==> config.mk <==
export PLATFORM = sky130hd
export DESIGN_NAME = lpm_cell
export DESIGN_NICKNAME = d
export VERILOG_FILES = /design/src/design/lpm_pkg.sv /design/src/design/lpm_cell.sv
export SDC_FILE = /design/constraint.sdc
export NUM_CORES = 1
export LEC_CHECK = 0
export BUFFER_PORTS_ARGS = -buffer_cell sky130_fd_sc_hd__buf_2
export CAP_MARGIN = 20
export CORE_AREA = 2 2 135 137
export CTS_BUF_LIST = sky130_fd_sc_hd__clkbuf_16
export CTS_CLUSTER_SIZE = 24
export DETAILED_ROUTE_END_ITERATION = 10
export DIE_AREA = 0 0 137 139
export GPL_ROUTABILITY_DRIVEN = 0
export PLACE_DENSITY = 0.81
export REMOVE_ABC_BUFFERS = 1
export SYNTH_ARGS = -nofsm -noshare
export SYNTH_HDL_FRONTEND = slang
export SYNTH_SLANG_ARGS = --single-unit
==> constraint.sdc <==
create_clock -name clk -period 9.1 [get_ports clk]
set_clock_uncertainty 0.2 [all_clocks]
set_input_delay 0 -clock clk [delete_from_list [all_inputs] [get_ports clk]]
set_output_delay 0 -clock clk [all_outputs]
set_load 0.1 [all_outputs]
==> src/design/lpm_pkg.sv <==
// Shared types and constants for the longest-prefix route lookup.
`timescale 1ns / 1ps
package lpm_pkg;
	localparam int ROUTE_SLOTS_DEF = 64;
	localparam int TAG_WIDTH_DEF   = 16;
	localparam int ADDR_W          = 128;
	localparam int PFX_W           = 8;
	localparam int OUT_TAG_W       = 16;

	localparam logic [1:0] OP_ADD      = 2'd0;
	localparam logic [1:0] OP_LOOKUP   = 2'd1;
	localparam logic [1:0] OP_CLEAR    = 2'd2;
	localparam logic [1:0] OP_RESERVED = 2'd3;

	localparam logic [2:0] ST_ADDED    = 3'd0;
	localparam logic [2:0] ST_FOUND    = 3'd1;
	localparam logic [2:0] ST_NO_ROUTE = 3'd2;
	localparam logic [2:0] ST_REJECTED = 3'd3;
	localparam logic [2:0] ST_FULL     = 3'd4;
	localparam logic [2:0] ST_BAD_PFX  = 3'd5;
	localparam logic [2:0] ST_CLEARED  = 3'd6;

	localparam logic [3:0]  VER_IPV4     = 4'd4;
	localparam logic [3:0]  VER_IPV6     = 4'd6;
	localparam logic [15:0] IPV4_MIN_LEN = 16'd20;
	localparam logic [15:0] IPV6_MIN_LEN = 16'd40;
	localparam logic [7:0]  IPV4_MAX_PFX = 8'd32;
	localparam logic [7:0]  IPV6_MAX_PFX = 8'd128;

	typedef struct packed {
		logic [1:0]  operation;
		logic        addr_family;
		logic [3:0]  version;
		logic [15:0] packet_length;
		logic [63:0] addr_hi;
		logic [63:0] addr_lo;
		logic [7:0]  prefix_len;
		logic [15:0] eid_tag;
	} req_t;

	typedef struct packed {
		logic [2:0]  status;
		logic [15:0] found_tag;
		logic [7:0]  found_prefix_len;
	} rsp_t;

	typedef struct packed {
		logic              family;
		logic [ADDR_W-1:0] addr;
	} query_t;

	typedef struct packed {
		logic              en;
		logic              family;
		logic [ADDR_W-1:0] addr;
		logic [PFX_W-1:0]  prefix;
	} write_t;

	typedef struct packed {
		logic             valid;
		logic             have;
		logic [PFX_W-1:0] prefix;
	} tok_t;
endpackage

==> src/design/lpm_cell.sv <==
// One route slot: holds an entry and updates the passing best-match token.
`timescale 1ns / 1ps
module lpm_cell
	import lpm_pkg::*;
#(
	parameter int INDEX     = 0,
	parameter int CNT_W     = 7,
	parameter int IDX_W     = 6,
	parameter int TAG_WIDTH = TAG_WIDTH_DEF
) (
	input  logic                 clk,
	input  logic                 arst_n,
	input  logic [CNT_W-1:0]     count,
	input  write_t               wr,
	input  logic [IDX_W-1:0]     wr_idx,
	input  logic [TAG_WIDTH-1:0] wr_tag,
	input  query_t               query,
	input  tok_t                 tok_in,
	input  logic [TAG_WIDTH-1:0] tag_in,
	output tok_t                 tok_out,
	output logic [TAG_WIDTH-1:0] tag_out
);
	localparam logic [IDX_W-1:0] MY_IDX = IDX_W'(INDEX);
	localparam logic [CNT_W-1:0] MY_CNT = CNT_W'(INDEX);

	logic              family_q;
	logic [ADDR_W-1:0] addr_q;
	logic [PFX_W-1:0]  prefix_q;
	logic [TAG_WIDTH-1:0] tag_q;
	logic [ADDR_W-1:0] mask;
	logic              hit;
	logic              take;

	always_ff @(posedge clk) begin
		if (wr.en && wr_idx == MY_IDX) begin
			family_q <= wr.family;
			addr_q   <= wr.addr;
			prefix_q <= wr.prefix;
			tag_q    <= wr_tag;
		end
	end

	always_comb begin
		for (int j = 0; j < ADDR_W; j++) begin
			mask[ADDR_W-1-j] = (PFX_W'(j) < prefix_q) || (prefix_q == IPV6_MAX_PFX);
		end
	end

	assign hit  = (MY_CNT < count) && (family_q == query.family) &&
		(((addr_q ^ query.addr) & mask) == '0);
	assign take = hit && (!tok_in.have || prefix_q > tok_in.prefix);

	always_ff @(posedge clk or negedge arst_n) begin
		if (!arst_n) begin
			tok_out <= '0;
			tag_out <= '0;
		end else begin
			tok_out.valid  <= tok_in.valid;
			tok_out.have   <= tok_in.have || take;
			tok_out.prefix <= take ? prefix_q : tok_in.prefix;
			tag_out        <= take ? tag_q : tag_in;
		end
	end
endmodule

==> flow_metrics.py <==
metrics = {
    "pwr": {
        "power_density_nw_per_um2": 146.9,
        "combPwrFrac_pct": 14.4,
        "peakVddDrop_v": 0.0001286,
        "p_clk_share_pct": 38.4,
        "p_sw_uw": 508.3,
        "p_int_mw": 1.409,
        "seqPwrFrac_pct": 47.2,
        "switching_share_pct": 26.52,
        "p_leak_nw": 5.324,
        "finalPower_mw": 1.917,
    },
    "yosys": {
        "ys_seq_area_share_pct": 60.26,
        "synthTopCellsByCount": "153 x edfxtp_1, 85 x xor2_1, 54 x o21ai_0, 45 x xnor2_1, 37 x a21oi_1",
        "synth_area_um2": 8705,
        "ys_async_sr_fraction_pct": 14.53,
        "synth-edff-count": 153,
        "yosysTopAreaCellShare_pct": 52.78,
        "yosysWarnings": 0,
        "synth.most_common_cell": "edfxtp_1",
        "avgSynthCellArea_um2": 13.29,
        "synth.distinct_cells": 66,
        "ys.flop_type": "edfxtp_1",
        "yosys.area.top_type": "edfxtp_1",
        "syn_inst": 655,
        "yosys-top-cells-area": "edfxtp_1 53%, xor2_1 8.6%, dfrtp_1 7.5%",
        "ys_seq_elements": 179,
    },
    "timing": {
        "finalSetupTns_ps": 0,
        "slew_violations": 0,
        "rsz0062_at_grt": "no",
        "fmax_ghz": 0.2249,
        "period_needed_ps": 4447,
        "period_share_pct": 48.87,
        "hold_viol_final": 0,
        "setup_violations": 0,
        "worst_pin_slew_ps": 1013,
        "slew_headroom_pct": 32.49,
    },
    "drt": {
        "num_vias": 7932,
        "final_antenna_net_count": 0,
        "drc": 0,
        "drtIter0Drc": 987,
        "drt-pass1-iter-count": 7,
        "drt-total-wl_mm": 30.71,
        "avgViaCountPerCell": 5.578,
        "wl_per_cell_um": 21.59,
    },
    "cts": {
        "tritoncts": "built",
        "clk_latency_ps": 440,
        "numCtsBuffers": 17,
        "cts_resized": 0,
        "root_buffer": "clkbuf_16",
        "ctsHoldBuffers": 182,
        "post_cts_buffers": 0,
        "clk_pin_slew_ps": 80,
        "htree_levels": 4,
        "ctsLongestPathBuffers": 2,
        "cts.sinks": 179,
    },
    "cells_and_area": {
        "final_nets": 1511,
        "area_delta_synth_final_pct": 49.96,
        "drive_gt1_share_pct": 35.32,
        "final_cells": 1422,
        "fin_util_pct": 73.93,
    },
    "setup_path": {
        "cp_data_required_time_ps": 9210,
        "critPathArrivalTime_ps": 4560,
        "crit_path_end_kind": "register",
        "path_cells": "or4_4, nor3_1, o22ai_1, nor4_1, nand3_1, or4_4, a2111oi_4, buf_4, mux2_2",
        "cpPeakStageDelay_ps": 780,
        "cp_max_fo": 26,
        "timing_worst_setup_path_type": "reg -> reg",
        "slowest_stage": "or4_4",
        "crit_top_cell": "or4_4",
        "startpoint_type": "register",
    },
    "floorplan": {
        "ioPinCount": 350,
        "die_y_um": 139,
        "coreArea_um2": 17660,
        "dieArea_um2": 19040,
        "start_util_pct": 49.30,
        "die_w_um": 137,
        "fp-row-count": 49,
    },
    "global_routing": {
        "grt-ovfl-total": 0,
        "grt_first_pass_wirelength_mm": 45.36,
        "antenna_found_initial": 0,
        "grt_start_max_net_pins": 78,
        "grt_pass1_vias": 8456,
        "grt_use_total_pct": 32.06,
    },
    "placed_design": {
        "place.port_buffers": 349,
        "dp_cells": 1207,
        "dp_hpwl_mm": 20.53,
    },
    "run_status": {
        "status": "complete, no violations",
    },
    "flow_run": {
        "maxCapViolCount": 0,
    },
    "worst_hold_path": {
        "hold_class": "in -> reg",
    },
}
[stage by stage]
| step | setup slack, ps | instance area (um2) | hold WS (ps) |
|---|---|---|---|
| final | 4653 | 13050 | 23.81 |
| after global routing | 4489 | 13050 | 35.18 |
| after CTS | 4831 | 13050 | 10.63 |
| after detailed placement | 4853 | 10630 | -154.1 |
| after global placement | 4988 | 10630 | -161.5 |
| after floorplan | -7216 | 8542 | -495.6 |
[worst max-delay path, delay by kind of cell (launching register included)]
| kind | cells | cell delay [ps] |
|---|---|---|
| compound gates | 2 | 460 |
| buf+inv | 1 | 440 |
| flops | 1 | 740 |
| mux | 1 | 390 |
| simple gates | 5 | 2070 |
[layer usage]
| metal | global-route usage, % | up-vias | wire length [um] |
|---|---|---|---|
| met3 | 8.845 | 118 | 3184 |
| met2 | 56.95 | 559 | 15750 |
| li1 | - | 3540 | - |
| met5 | 0 | - | 0 |
| met1 | 35.18 | 3715 | 10460 |
| met4 | 14.49 | 0 | 1315 |
[path summary, 6_finish.rpt]
kind / startpoint / depth (start not counted) / slack, ps / endpoint
worst min-delay path: query[56] / 6 / 20 / tok_out[8]$_DFF_PN0_
max in group asynchronous: arst_n / 4 / 8120 / tok_out[4]$_DFF_PN0_
worst max register to register: prefix_q[4]$_DFFE_PP_ / 9 / 4650 / tag_out[13]$_DFF_PN0_
worst max-delay path: prefix_q[4]$_DFFE_PP_ / 9 / 4650 / tag_out[13]$_DFF_PN0_
min in group asynchronous: arst_n / 4 / 420 / tok_out[8]$_DFF_PN0_
worst min register to register: tag_q[0]$_DFFE_PP_ / 1 / 280 / tag_out[0]$_DFF_PN0_
[power groups by stage]
stage	Sequential (mW)	Clock (mW)	Combinational, mW
after global routing	0.906	0.773	0.292
final	0.905	0.736	0.276
after detailed placement	0.923	0	0.205
after floorplan	0.969	0	0.0545
after CTS	0.905	0.742	0.269
after global placement	0.923	0	0.202
[cells by family (layout without fill, tap and decap cells)]
kind of cell | after synthesis | in the layout | share of synthesized area, %
AOI/OAI and AO/OA | 171 | 171 | 12.65
xor gates and xnor gates | 130 | 130 | 13.08
adders and majority gates | 10 | 10 | 1.380
buffers and inverters | 45 | 582 | 2.429
DFF | 179 | 179 | 60.26
muxes | 24 | 24 | 3.737
other | 0 | 1 | 0
and+or+nand+nor | 96 | 96 | 6.469
[cells in the final DEF, fill, tap and decap left out, drive strengths merged, types with 7 or more instances in the layout]
master	synthesis	routed
buf	11	356
ha	8	8
dlygate4sd3	0	181
o21ai	56	56
nor3	14	14
dfrtp	26	26
xnor2	45	45
mux2	20	20
a31oi	8	8
edfxtp	153	153
nor4	11	11
inv	13	20
clkbuf	21	17
nand2	13	13
a21oi	37	37
xor2	85	85
nor2	13	13
nand3	9	9
o22ai	12	12
clkinv	0	7
[flip-flops by register name, indices dropped and copies added, names as in the netlist]
register / count
addr_q: 128
tag_out: 16
tag_q: 16
tok_out: 10
prefix_q: 8
family_q: 1
[final cells by class]
class | instances | area [um2]
sequential | 179 | 5245
fill | 1117 | 4603
timing repair buffer | 537 | 3623
multi-input combinational | 431 | 3254
clock buffer | 17 | 425.4
tap | 229 | 286.5
clock inverter | 15 | 167.7
inverter | 13 | 48.80
antenna | 1 | 2.502
Power figures use the tool's default switching activity.
